File: config.mk
export PLATFORM = sky130hd
export DESIGN_NAME = sparse_polynomial_add_sub_merge_core_flat
export DESIGN_NICKNAME = d
export VERILOG_FILES = /design/src/design/smpa_pkg.sv /design/src/design/smpa_in_if.sv /design/src/design/smpa_out_if.sv /design/src/design/smpa_front.sv /design/src/design/smpa_back.sv /design/src/design/sparse_polynomial_add_sub_merge_core.sv /design/src/flat_wrapper.sv
export SDC_FILE = /design/constraint.sdc
export NUM_CORES = 2
export LEC_CHECK = 0
export ABC_AREA = 1
export BUFFER_PORTS_ARGS = -buffer_cell sky130_fd_sc_hd__buf_4
export CELL_PAD_IN_SITES_DETAIL_PLACEMENT = 0
export CELL_PAD_IN_SITES_GLOBAL_PLACEMENT = 1
export CORE_UTILIZATION = 50
export CTS_CLUSTER_SIZE = 25
export DETAILED_ROUTE_END_ITERATION = 10
export MAX_ROUTING_LAYER = met4
export PLACE_DENSITY = 0.81
export SYNTH_ARGS = -nofsm -noshare
export SYNTH_HDL_FRONTEND = slang
export SYNTH_SLANG_ARGS = --single-unit
export TNS_END_PERCENT = 5
File: constraint.sdc
create_clock -name clk -period 10.55 [get_ports clk]
set_input_delay 2.11 -clock clk [delete_from_list [all_inputs] [get_ports clk]]
set_output_delay 2.11 -clock clk [all_outputs]
set_load 0.05 [all_outputs]
File: src/design/smpa_pkg.sv
`default_nettype none

package smpa_pkg;

  localparam int COEF_W = 16;
  localparam int EXP_W  = 10;
  localparam int RES_W  = 17;
  localparam int OP_W   = 3;
  localparam int STAT_W = 2;

  localparam int QUEUE_DEPTH = 2;
  localparam int QPTR_W      = $clog2(QUEUE_DEPTH);
  localparam int QCNT_W      = $clog2(QUEUE_DEPTH + 1);

  typedef enum logic [OP_W-1:0] {
    OP_APPEND_A = 3'd0,
    OP_APPEND_B = 3'd1,
    OP_ADD      = 3'd2,
    OP_SUB      = 3'd3,
    OP_CLEAR    = 3'd4
  } op_t;

  typedef enum logic [2:0] {
    CMD_APPEND_A,
    CMD_APPEND_B,
    CMD_ADD,
    CMD_SUB,
    CMD_CLEAR
  } cmd_t;

  typedef enum logic [STAT_W-1:0] {
    STAT_VALID   = 2'd0,
    STAT_DROPPED = 2'd1,
    STAT_EMPTY   = 2'd2
  } status_t;

  typedef enum logic {
    ST_IDLE,
    ST_MERGE
  } state_t;

  typedef struct packed {
    cmd_t                     cmd;
    logic signed [COEF_W-1:0] coef;
    logic [EXP_W-1:0]         expo;
  } cmd_item_t;

endpackage

`default_nettype wire

File: src/design/smpa_in_if.sv
`default_nettype none

interface smpa_in_if;
  import smpa_pkg::*;

  logic                     valid;
  logic                     ready;
  logic [OP_W-1:0]          op;
  logic signed [COEF_W-1:0] term_coefficient;
  logic [EXP_W-1:0]         term_exponent;

  modport source (output valid, output op, output term_coefficient, output term_exponent,
                  input ready);
  modport sink (input valid, input op, input term_coefficient, input term_exponent,
                output ready);
endinterface

`default_nettype wire

File: src/design/smpa_out_if.sv
`default_nettype none

interface smpa_out_if;
  import smpa_pkg::*;

  logic                    valid;
  logic                    ready;
  logic signed [RES_W-1:0] result_coefficient;
  logic [EXP_W-1:0]        result_exponent;
  logic                    last_term;
  logic [STAT_W-1:0]       status;

  modport source (output valid, output result_coefficient, output result_exponent,
                  output last_term, output status, input ready);
  modport sink (input valid, input result_coefficient, input result_exponent,
                input last_term, input status, output ready);
endinterface

`default_nettype wire

File: src/design/smpa_front.sv
`default_nettype none

module smpa_front (
  input  wire logic               clk,
  input  wire logic               rst_n,
  smpa_in_if.sink                 in_ch,
  output logic                    q_valid,
  output smpa_pkg::cmd_item_t     q_item,
  input  wire logic               q_pop
);
  import smpa_pkg::*;

  cmd_item_t         queue_r [QUEUE_DEPTH];
  logic [QPTR_W-1:0] wr_ptr_r, wr_ptr_nxt;
  logic [QPTR_W-1:0] rd_ptr_r, rd_ptr_nxt;
  logic [QCNT_W-1:0] cnt_r, cnt_nxt;
  logic              known;
  logic              push;
  cmd_t              cmd;

  always_comb begin
    known = 1'b1;
    cmd   = CMD_CLEAR;
    case (in_ch.op)
      OP_APPEND_A: cmd = CMD_APPEND_A;
      OP_APPEND_B: cmd = CMD_APPEND_B;
      OP_ADD:      cmd = CMD_ADD;
      OP_SUB:      cmd = CMD_SUB;
      OP_CLEAR:    cmd = CMD_CLEAR;
      default:     known = 1'b0;
    endcase
  end

  // Unknown op codes are accepted and dropped here; they never reach the queue.
  assign in_ch.ready = (cnt_r != QCNT_W'(QUEUE_DEPTH));
  assign push        = in_ch.valid && in_ch.ready && known;
  assign q_valid     = (cnt_r != '0);
  assign q_item      = queue_r[rd_ptr_r];

  always_comb begin
    wr_ptr_nxt = push ? wr_ptr_r + QPTR_W'(1) : wr_ptr_r;
    rd_ptr_nxt = q_pop ? rd_ptr_r + QPTR_W'(1) : rd_ptr_r;
    cnt_nxt    = cnt_r;
    if (push && !q_pop) begin
      cnt_nxt = cnt_r + QCNT_W'(1);
    end else if (!push && q_pop) begin
      cnt_nxt = cnt_r - QCNT_W'(1);
    end
  end

  always_ff @(posedge clk) begin
    if (!rst_n) begin
      wr_ptr_r <= '0;
      rd_ptr_r <= '0;
      cnt_r    <= '0;
    end else begin
      wr_ptr_r <= wr_ptr_nxt;
      rd_ptr_r <= rd_ptr_nxt;
      cnt_r    <= cnt_nxt;
    end
  end

  always_ff @(posedge clk) begin
    if (push) begin
      queue_r[wr_ptr_r] <= '{cmd: cmd, coef: in_ch.term_coefficient,
                             expo: in_ch.term_exponent};
    end
  end

endmodule

`default_nettype wire

File: src/design/smpa_back.sv
`default_nettype none

module smpa_back #(
  parameter int MAX_TERMS = 32
) (
  input  wire logic               clk,
  input  wire logic               rst_n,
  input  wire logic               q_valid,
  input  smpa_pkg::cmd_item_t     q_item,
  output logic                    q_pop,
  smpa_out_if.source              out_ch
);
  import smpa_pkg::*;

  localparam int IDX_W = (MAX_TERMS > 1) ? $clog2(MAX_TERMS) : 1;
  localparam int CNT_W = $clog2(MAX_TERMS + 1);

  logic signed [COEF_W-1:0] a_coef_r [MAX_TERMS];
  logic [EXP_W-1:0]         a_exp_r  [MAX_TERMS];
  logic signed [COEF_W-1:0] b_coef_r [MAX_TERMS];
  logic [EXP_W-1:0]         b_exp_r  [MAX_TERMS];

  state_t                  state_r, state_nxt;
  logic [CNT_W-1:0]        count_a_r, count_a_nxt;
  logic [CNT_W-1:0]        count_b_r, count_b_nxt;
  logic [CNT_W-1:0]        ia_r, ia_nxt;
  logic [CNT_W-1:0]        ib_r, ib_nxt;
  logic                    sub_r, sub_nxt;
  logic                    out_valid_r, out_valid_nxt;
  logic signed [RES_W-1:0] out_coef_r;
  logic [EXP_W-1:0]        out_exp_r;
  logic                    out_last_r;
  status_t                 out_stat_r;

  logic                    slot_free;
  logic                    load;
  logic signed [RES_W-1:0] ld_coef;
  logic [EXP_W-1:0]        ld_exp;
  logic                    ld_last;
  status_t                 ld_stat;
  logic                    wr_a;
  logic                    wr_b;

  logic signed [COEF_W-1:0] head_a_c;
  logic signed [COEF_W-1:0] head_b_c;
  logic [EXP_W-1:0]         head_a_e;
  logic [EXP_W-1:0]         head_b_e;
  logic signed [RES_W-1:0]  ext_a;
  logic signed [RES_W-1:0]  ext_b;
  logic                     a_left;
  logic                     b_left;

  assign slot_free = !out_valid_r || out_ch.ready;
  assign head_a_c  = a_coef_r[ia_r[IDX_W-1:0]];
  assign head_a_e  = a_exp_r[ia_r[IDX_W-1:0]];
  assign head_b_c  = b_coef_r[ib_r[IDX_W-1:0]];
  assign head_b_e  = b_exp_r[ib_r[IDX_W-1:0]];
  assign ext_a     = {head_a_c[COEF_W-1], head_a_c};
  assign ext_b     = {head_b_c[COEF_W-1], head_b_c};
  assign a_left    = (ia_r < count_a_r);
  assign b_left    = (ib_r < count_b_r);

  always_comb begin
    state_nxt   = state_r;
    count_a_nxt = count_a_r;
    count_b_nxt = count_b_r;
    ia_nxt      = ia_r;
    ib_nxt      = ib_r;
    sub_nxt     = sub_r;
    q_pop       = 1'b0;
    load        = 1'b0;
    ld_coef     = '0;
    ld_exp      = '0;
    ld_last     = 1'b1;
    ld_stat     = STAT_VALID;
    wr_a        = 1'b0;
    wr_b        = 1'b0;
    case (state_r)
      ST_IDLE: begin
        if (q_valid) begin
          case (q_item.cmd)
            CMD_APPEND_A: begin
              if (count_a_r == CNT_W'(MAX_TERMS)) begin
                if (slot_free) begin
                  load    = 1'b1;
                  ld_coef = {q_item.coef[COEF_W-1], q_item.coef};
                  ld_exp  = q_item.expo;
                  ld_stat = STAT_DROPPED;
                  q_pop   = 1'b1;
                end
              end else begin
                wr_a        = 1'b1;
                count_a_nxt = count_a_r + CNT_W'(1);
                q_pop       = 1'b1;
              end
            end
            CMD_APPEND_B: begin
              if (count_b_r == CNT_W'(MAX_TERMS)) begin
                if (slot_free) begin
                  load    = 1'b1;
                  ld_coef = {q_item.coef[COEF_W-1], q_item.coef};
                  ld_exp  = q_item.expo;
                  ld_stat = STAT_DROPPED;
                  q_pop   = 1'b1;
                end
              end else begin
                wr_b        = 1'b1;
                count_b_nxt = count_b_r + CNT_W'(1);
                q_pop       = 1'b1;
              end
            end
            CMD_ADD, CMD_SUB: begin
              if (count_a_r == '0 && count_b_r == '0) begin
                if (slot_free) begin
                  load    = 1'b1;
                  ld_stat = STAT_EMPTY;
                  q_pop   = 1'b1;
                end
              end else begin
                ia_nxt    = '0;
                ib_nxt    = '0;
                sub_nxt   = (q_item.cmd == CMD_SUB);
                state_nxt = ST_MERGE;
                q_pop     = 1'b1;
              end
            end
            CMD_CLEAR: begin
              count_a_nxt = '0;
              count_b_nxt = '0;
              q_pop       = 1'b1;
            end
            default: begin
              q_pop = 1'b1;
            end
          endcase
        end
      end
      ST_MERGE: begin
        if (slot_free) begin
          load = 1'b1;
          if (a_left && b_left && head_a_e == head_b_e) begin
            ld_coef = sub_r ? ext_a - ext_b : ext_a + ext_b;
            ld_exp  = head_a_e;
            ia_nxt  = ia_r + CNT_W'(1);
            ib_nxt  = ib_r + CNT_W'(1);
          end else if (!b_left || (a_left && head_a_e > head_b_e)) begin
            ld_coef = ext_a;
            ld_exp  = head_a_e;
            ia_nxt  = ia_r + CNT_W'(1);
          end else begin
            ld_coef = sub_r ? -ext_b : ext_b;
            ld_exp  = head_b_e;
            ib_nxt  = ib_r + CNT_W'(1);
          end
          ld_last = (ia_nxt == count_a_r) && (ib_nxt == count_b_r);
          if (ld_last) begin
            state_nxt = ST_IDLE;
          end
        end
      end
      default: begin
        state_nxt = ST_IDLE;
      end
    endcase
  end

  always_comb begin
    out_valid_nxt = out_valid_r;
    if (load) begin
      out_valid_nxt = 1'b1;
    end else if (out_ch.ready) begin
      out_valid_nxt = 1'b0;
    end
  end

  always_ff @(posedge clk) begin
    if (!rst_n) begin
      state_r     <= ST_IDLE;
      count_a_r   <= '0;
      count_b_r   <= '0;
      ia_r        <= '0;
      ib_r        <= '0;
      sub_r       <= 1'b0;
      out_valid_r <= 1'b0;
    end else begin
      state_r     <= state_nxt;
      count_a_r   <= count_a_nxt;
      count_b_r   <= count_b_nxt;
      ia_r        <= ia_nxt;
      ib_r        <= ib_nxt;
      sub_r       <= sub_nxt;
      out_valid_r <= out_valid_nxt;
    end
  end

  always_ff @(posedge clk) begin
    if (load) begin
      out_coef_r <= ld_coef;
      out_exp_r  <= ld_exp;
      out_last_r <= ld_last;
      out_stat_r <= ld_stat;
    end
  end

  always_ff @(posedge clk) begin
    if (wr_a) begin
      a_coef_r[count_a_r[IDX_W-1:0]] <= q_item.coef;
      a_exp_r[count_a_r[IDX_W-1:0]]  <= q_item.expo;
    end
    if (wr_b) begin
      b_coef_r[count_b_r[IDX_W-1:0]] <= q_item.coef;
      b_exp_r[count_b_r[IDX_W-1:0]]  <= q_item.expo;
    end
  end

  assign out_ch.valid              = out_valid_r;
  assign out_ch.result_coefficient = out_coef_r;
  assign out_ch.result_exponent    = out_exp_r;
  assign out_ch.last_term          = out_last_r;
  assign out_ch.status             = out_stat_r;

endmodule

`default_nettype wire

File: src/design/sparse_polynomial_add_sub_merge_core.sv
// Sparse polynomial add/subtract unit. Terms are appended to list A or B, and an add or
// subtract item merges both lists by exponent, largest first, emitting one result term per
// cycle while the output is not stalled, with the final term marked; appends to a full list
// come back as a dropped result. A two-entry command queue sits in front of the executing
// back end, so the input can take up to two more items while a merge runs or a result waits.
// Appends, clears and an emit on two empty lists are handled in the back end's idle state. A
// merge is dispatched from that state and then emits count_a + count_b minus the number of
// matched exponents result terms from the single merge walk, which reads one head of each
// list per cycle; a stalled output holds the walk.
`default_nettype none

module sparse_polynomial_add_sub_merge_core #(
  parameter int MAX_TERMS = 32
) (
  input  wire logic  clk,
  input  wire logic  rst_n,
  smpa_in_if.sink    in_ch,
  smpa_out_if.source out_ch
);
  import smpa_pkg::*;

  logic      q_valid;
  logic      q_pop;
  cmd_item_t q_item;

  smpa_front u_front (
    .clk     (clk),
    .rst_n   (rst_n),
    .in_ch   (in_ch),
    .q_valid (q_valid),
    .q_item  (q_item),
    .q_pop   (q_pop)
  );

  smpa_back #(
    .MAX_TERMS (MAX_TERMS)
  ) u_back (
    .clk     (clk),
    .rst_n   (rst_n),
    .q_valid (q_valid),
    .q_item  (q_item),
    .q_pop   (q_pop),
    .out_ch  (out_ch)
  );

endmodule

`default_nettype wire

File: src/flat_wrapper.sv
// flat-port wrapper written by rule: the top's interface ports become plain ports
module sparse_polynomial_add_sub_merge_core_flat import smpa_pkg::*;
#(
  parameter int MAX_TERMS = 32
)
  (clk, rst_n, in_ch_valid, in_ch_op, in_ch_term_coefficient, in_ch_term_exponent, in_ch_ready, out_ch_valid, out_ch_result_coefficient, out_ch_result_exponent, out_ch_last_term, out_ch_status, out_ch_ready);
  smpa_in_if in_ch_i ();
  smpa_out_if out_ch_i ();
  input  wire logic clk;
  input  wire logic rst_n;
  input wire logic [$bits(in_ch_i.valid)-1:0] in_ch_valid;
  input wire logic [$bits(in_ch_i.op)-1:0] in_ch_op;
  input wire logic [$bits(in_ch_i.term_coefficient)-1:0] in_ch_term_coefficient;
  input wire logic [$bits(in_ch_i.term_exponent)-1:0] in_ch_term_exponent;
  output wire logic [$bits(in_ch_i.ready)-1:0] in_ch_ready;
  output wire logic [$bits(out_ch_i.valid)-1:0] out_ch_valid;
  output wire logic [$bits(out_ch_i.result_coefficient)-1:0] out_ch_result_coefficient;
  output wire logic [$bits(out_ch_i.result_exponent)-1:0] out_ch_result_exponent;
  output wire logic [$bits(out_ch_i.last_term)-1:0] out_ch_last_term;
  output wire logic [$bits(out_ch_i.status)-1:0] out_ch_status;
  input wire logic [$bits(out_ch_i.ready)-1:0] out_ch_ready;
  assign in_ch_i.valid = in_ch_valid;
  assign in_ch_i.op = in_ch_op;
  assign in_ch_i.term_coefficient = in_ch_term_coefficient;
  assign in_ch_i.term_exponent = in_ch_term_exponent;
  assign in_ch_ready = in_ch_i.ready;
  assign out_ch_valid = out_ch_i.valid;
  assign out_ch_result_coefficient = out_ch_i.result_coefficient;
  assign out_ch_result_exponent = out_ch_i.result_exponent;
  assign out_ch_last_term = out_ch_i.last_term;
  assign out_ch_status = out_ch_i.status;
  assign out_ch_i.ready = out_ch_ready;
  sparse_polynomial_add_sub_merge_core #(.MAX_TERMS(MAX_TERMS)) u_core (.clk(clk), .rst_n(rst_n), .in_ch(in_ch_i), .out_ch(out_ch_i));
endmodule
==> run_results.csv <==
group,metric,value,unit
detailed_routing,routedWlPerCell,26.3,um
timing,grt_setup_unrepaired,"no",
pwr,powerDensity,217,mW/mm^2
worst_hold_path,hp-class,"reg2reg",
placement,port_buffers,64,
timing,setup_viol_count_final,0,
pwr,clkPwrFrac,0.351,
detailed_routing,drt-vias-per-instance,6.18,
timing,skew,22.3,ps
timing,fin_crit_sh,0.632,
yosys,synth.avg_cell_area,12.4,um^2
cts,clk_latency,820,ps
worst_setup_path,critical_path_arrival,7340,ps
cells_and_area,nFillCells,11500,
floorplanning,ios,65,
floorplanning,die_height,384,um
grt,grt_pass1_wl,302000,um
yosys,synth-seq-area-share,0.732,
detailed_routing,drt_wl_total,208000,um
worst_hold_path,hold_path.startpoint,"u_core.u_back.ib_r[5]",
grt,grt_pass1_vias,45800,
pwr,internal_power,12.8,mW
worst_setup_path,cp-end-kind,"flip-flop",
worst_hold_path,holdPathStages,2,
pwr,leakagePower,27.2,nW
grt,grt_antenna_before_repair,7,
pwr,seqPwrFrac,0.503,
cts,cts-resized-gates,0,
yosys,synth_area,0.0731,mm^2
yosys,synth_nets,5958,
cts,clkSinkCount,1794,
yosys,synth_edf_count,1752,
timing,min_period,6670,ps
run_status,status,"finished clean",
yosys,yosysWarningCount,0,
detailed_routing,num_vias,48800,
cells_and_area,final_core_util,0.563,
placement,dp_hpwl,111000,um
worst_setup_path,critPathTopFamily,"simple AND/OR/NAND/NOR gates",
worst_setup_path,path_class,"reg2reg",
detailed_routing,drtIter0Drc,7466,
worst_setup_path,start_kind,"flip-flop",
worst_hold_path,min_to,"u_core.u_back.ib_r[5]",
floorplanning,core.rowCount,139,
placement,gp_congestion,0.905,
run,cap_violations,0,
cts,root_buffer,"clkbuf_16",
detailed_routing,drc_errors,0,
cts,clk_pin_slew,60,ps
detailed_routing,first_pass_iters,6,
timing,layout_setup_ws,3880,ps
cts,post-cts-setup-buffer-count,0,
floorplanning,initial_core_util,0.506,
cells_and_area,multi_input_area,0.0179,mm^2
worst_setup_path,path_max_fanout,186,
yosys,yosys.area.top_type,"edfxtp_1",
yosys,yosys-top-cells-area,"edfxtp_1, nand2_1, o21ai_0",
cts,cts_tree,"done",
cells_and_area,syn2layout_area_growth,11.2,%
yosys,synth_top_area_frac,0.720,
yosys,synth_seq_cells,1794,
grt,grt.total_usage,0.288,
cells_and_area,fin_area,0.0813,mm^2
floorplanning,fp.dieArea,0.148,mm^2
cts,ctsHoldBuffers,0,
worst_setup_path,worst-r2r-setup-slack,3880,ps
worst_setup_path,reg2regPathDepth,25,
worst_setup_path,cp_data_required_time,11220,ps
timing,drv_slew,0,
pwr,peakVddDrop,0.269,mV
worst_setup_path,critPathSlowestCell,"dfxtp_4",
timing,clock.fmax,150,MHz
timing,tns,0,ps
timing,hold_viol_final,0,
floorplanning,die_w,384,um
timing,slew_headroom,0.201,
cts,cts_buffers,176,
placement,placed_area,0.0756,mm^2
cells_and_area,layout.nets,5926,
worst_setup_path,r2r_end,"u_core.u_back.state_r",
cts,h-tree-depth,4,
cts,clock_path_buffers,3,
detailed_routing,postRouteAntennaNets,0,
grt,grt_max_degree,205,
pwr,switchingPower,4.88,mW
worst_setup_path,cpMostUsedCell,"nand2_1",
pwr,p_comb_frac,0.146,
grt,overflow,0,
yosys,synth_cell_types,47,
yosys,netlist_instances,5876,
cells_and_area,drive_above_1_share,0.0904,
worst_setup_path,crit_buf_inv,3,
worst_setup_path,max_stage_delay,720,ps
timing,tightestPinTransition,1200,ps
pwr,swShare,0.276,
yosys,synthArstFlopShare,0,
floorplanning,placeableCoreArea,0.144,mm^2
cells_and_area,register_area,0.0535,mm^2
yosys,synth_ff_type,"edfxtp_1",
placement,dp_slack,4210,ps
[worst max path at each step]
stage	endpoint	cells past startpoint	slack, ps	startpoint
6_report	u_core.u_back.state_r	25	3880	flip-flop
5_1_grt	u_core.u_back.out_ch.result_coefficient[16]	26	3520	flip-flop
4_1_cts	u_core.u_back.state_r	25	4210	flip-flop
3_5_place_dp	u_core.u_back.state_r	25	4210	flip-flop
3_3_place_gp	u_core.u_back.out_ch.result_coefficient[16]	26	4310	flip-flop
2_1_floorplan	u_core.u_front.queue_r[1][0]	3	6480	in_ch_op[1]
[cell usage in the layout, fill, tap and decap left out, drive strengths merged, types with 6 or more instances in the layout]
master,n
edfxtp,1752
nand2,973
nor2,814
o21ai,696
nand3,510
o221ai,240
clkbuf,227
buf,171
inv,112
a21oi,77
clkinv,72
o22ai,64
ha,48
dfxtp,42
a31oi,41
xor2,22
a32oi,21
nor3,19
bufinv,15
o211ai,12
a32o,10
or2,8
diode,6
a211oi,6
[cells in the mapped netlist (7+ instances only)]
cell type,n
nor2_1,810
o21ai_1,12
buf_1,22
dfxtp_1,42
nand3_1,507
xor2_1,22
o22ai_1,64
o21ai_0,683
inv_2,8
nand2_1,973
or2_2,7
ha_1,48
o211ai_1,12
a21oi_1,75
buf_4,10
a32o_1,10
nor3_1,19
edfxtp_1,1752
a31oi_1,41
buf_2,113
o221ai_1,240
clkbuf_1,230
a32oi_1,21
inv_1,95
[metrics by stage]
step	total power [mW]	instances	hold WS, ps
5_1_grt	18.1	7892	519
4_1_cts	17.7	7890	490
3_5_place_dp	11.6	7569	480
6_report	17.7	7896	491
3_3_place_gp	11.5	7569	478
2_1_floorplan	10.4	5876	453
[state kept, by name (all words and copies together) (netlist names), 2 cells and up, named ones only]
signal / flops
u_core.u_back.a_coef_r: 512
u_core.u_back.b_coef_r: 512
u_core.u_back.a_exp_r: 320
u_core.u_back.b_exp_r: 320
u_core.u_front.queue_r: 58
u_core.u_back.out_ch.result_coefficient: 17
u_core.u_back.out_ch.result_exponent: 10
u_core.u_back.count_a_r: 6
u_core.u_back.count_b_r: 6
u_core.u_back.ia_r: 6
u_core.u_back.ib_r: 6
u_core.u_back.out_ch.status: 2
u_core.u_front.cnt_r: 2
[power by group through the flow]
stage / Clock, mW / Combinational [mW] / Sequential, mW
5_1_grt: 6.52 / 2.75 / 8.88
2_1_floorplan: 0 / 1.27 / 9.09
6_report: 6.20 / 2.58 / 8.88
3_5_place_dp: 0 / 2.54 / 9.02
3_3_place_gp: 0 / 2.49 / 9.02
4_1_cts: 6.25 / 2.54 / 8.87
[per-layer routing]
metal	routed length (um)	global-route usage	vias up	share of wire
met5	0	-	-	0
met2	90900	0.406	2721	0.44
met4	6420	0.0993	0	0.031
li1	-	-	21600	-
met1	87200	0.417	24200	0.42
met3	23400	0.0572	350	0.11
[final cells by class]
| class | instances | area share |
|---|---|---|
| sequential | 1794 | 0.658 |
| antenna | 6 | 0.000185 |
| clock buffer | 227 | 0.0582 |
| timing repair buffer | 171 | 0.0172 |
| tap | 1903 | 0.0293 |
| inverter | 107 | 0.00531 |
| clock inverter | 94 | 0.0113 |
| multi-input combinational | 3594 | 0.220 |
[tightest hold or removal path: stages (launching register included)]
cell and delay, ps:
dfxtp_1 330, nand2_1 70, a21oi_1 50
[cell families after synthesis]
family	synth area share
buffers and inverters	0.0281
multiplexers	0.000137
AO/OA/AOI/OAI	0.0980
adder cells (fa/ha/maj)	0.00849
XOR/XNOR	0.00324
AND/OR/NAND/NOR	0.130
flip-flops	0.732
Power figures use the tool's default switching activity.
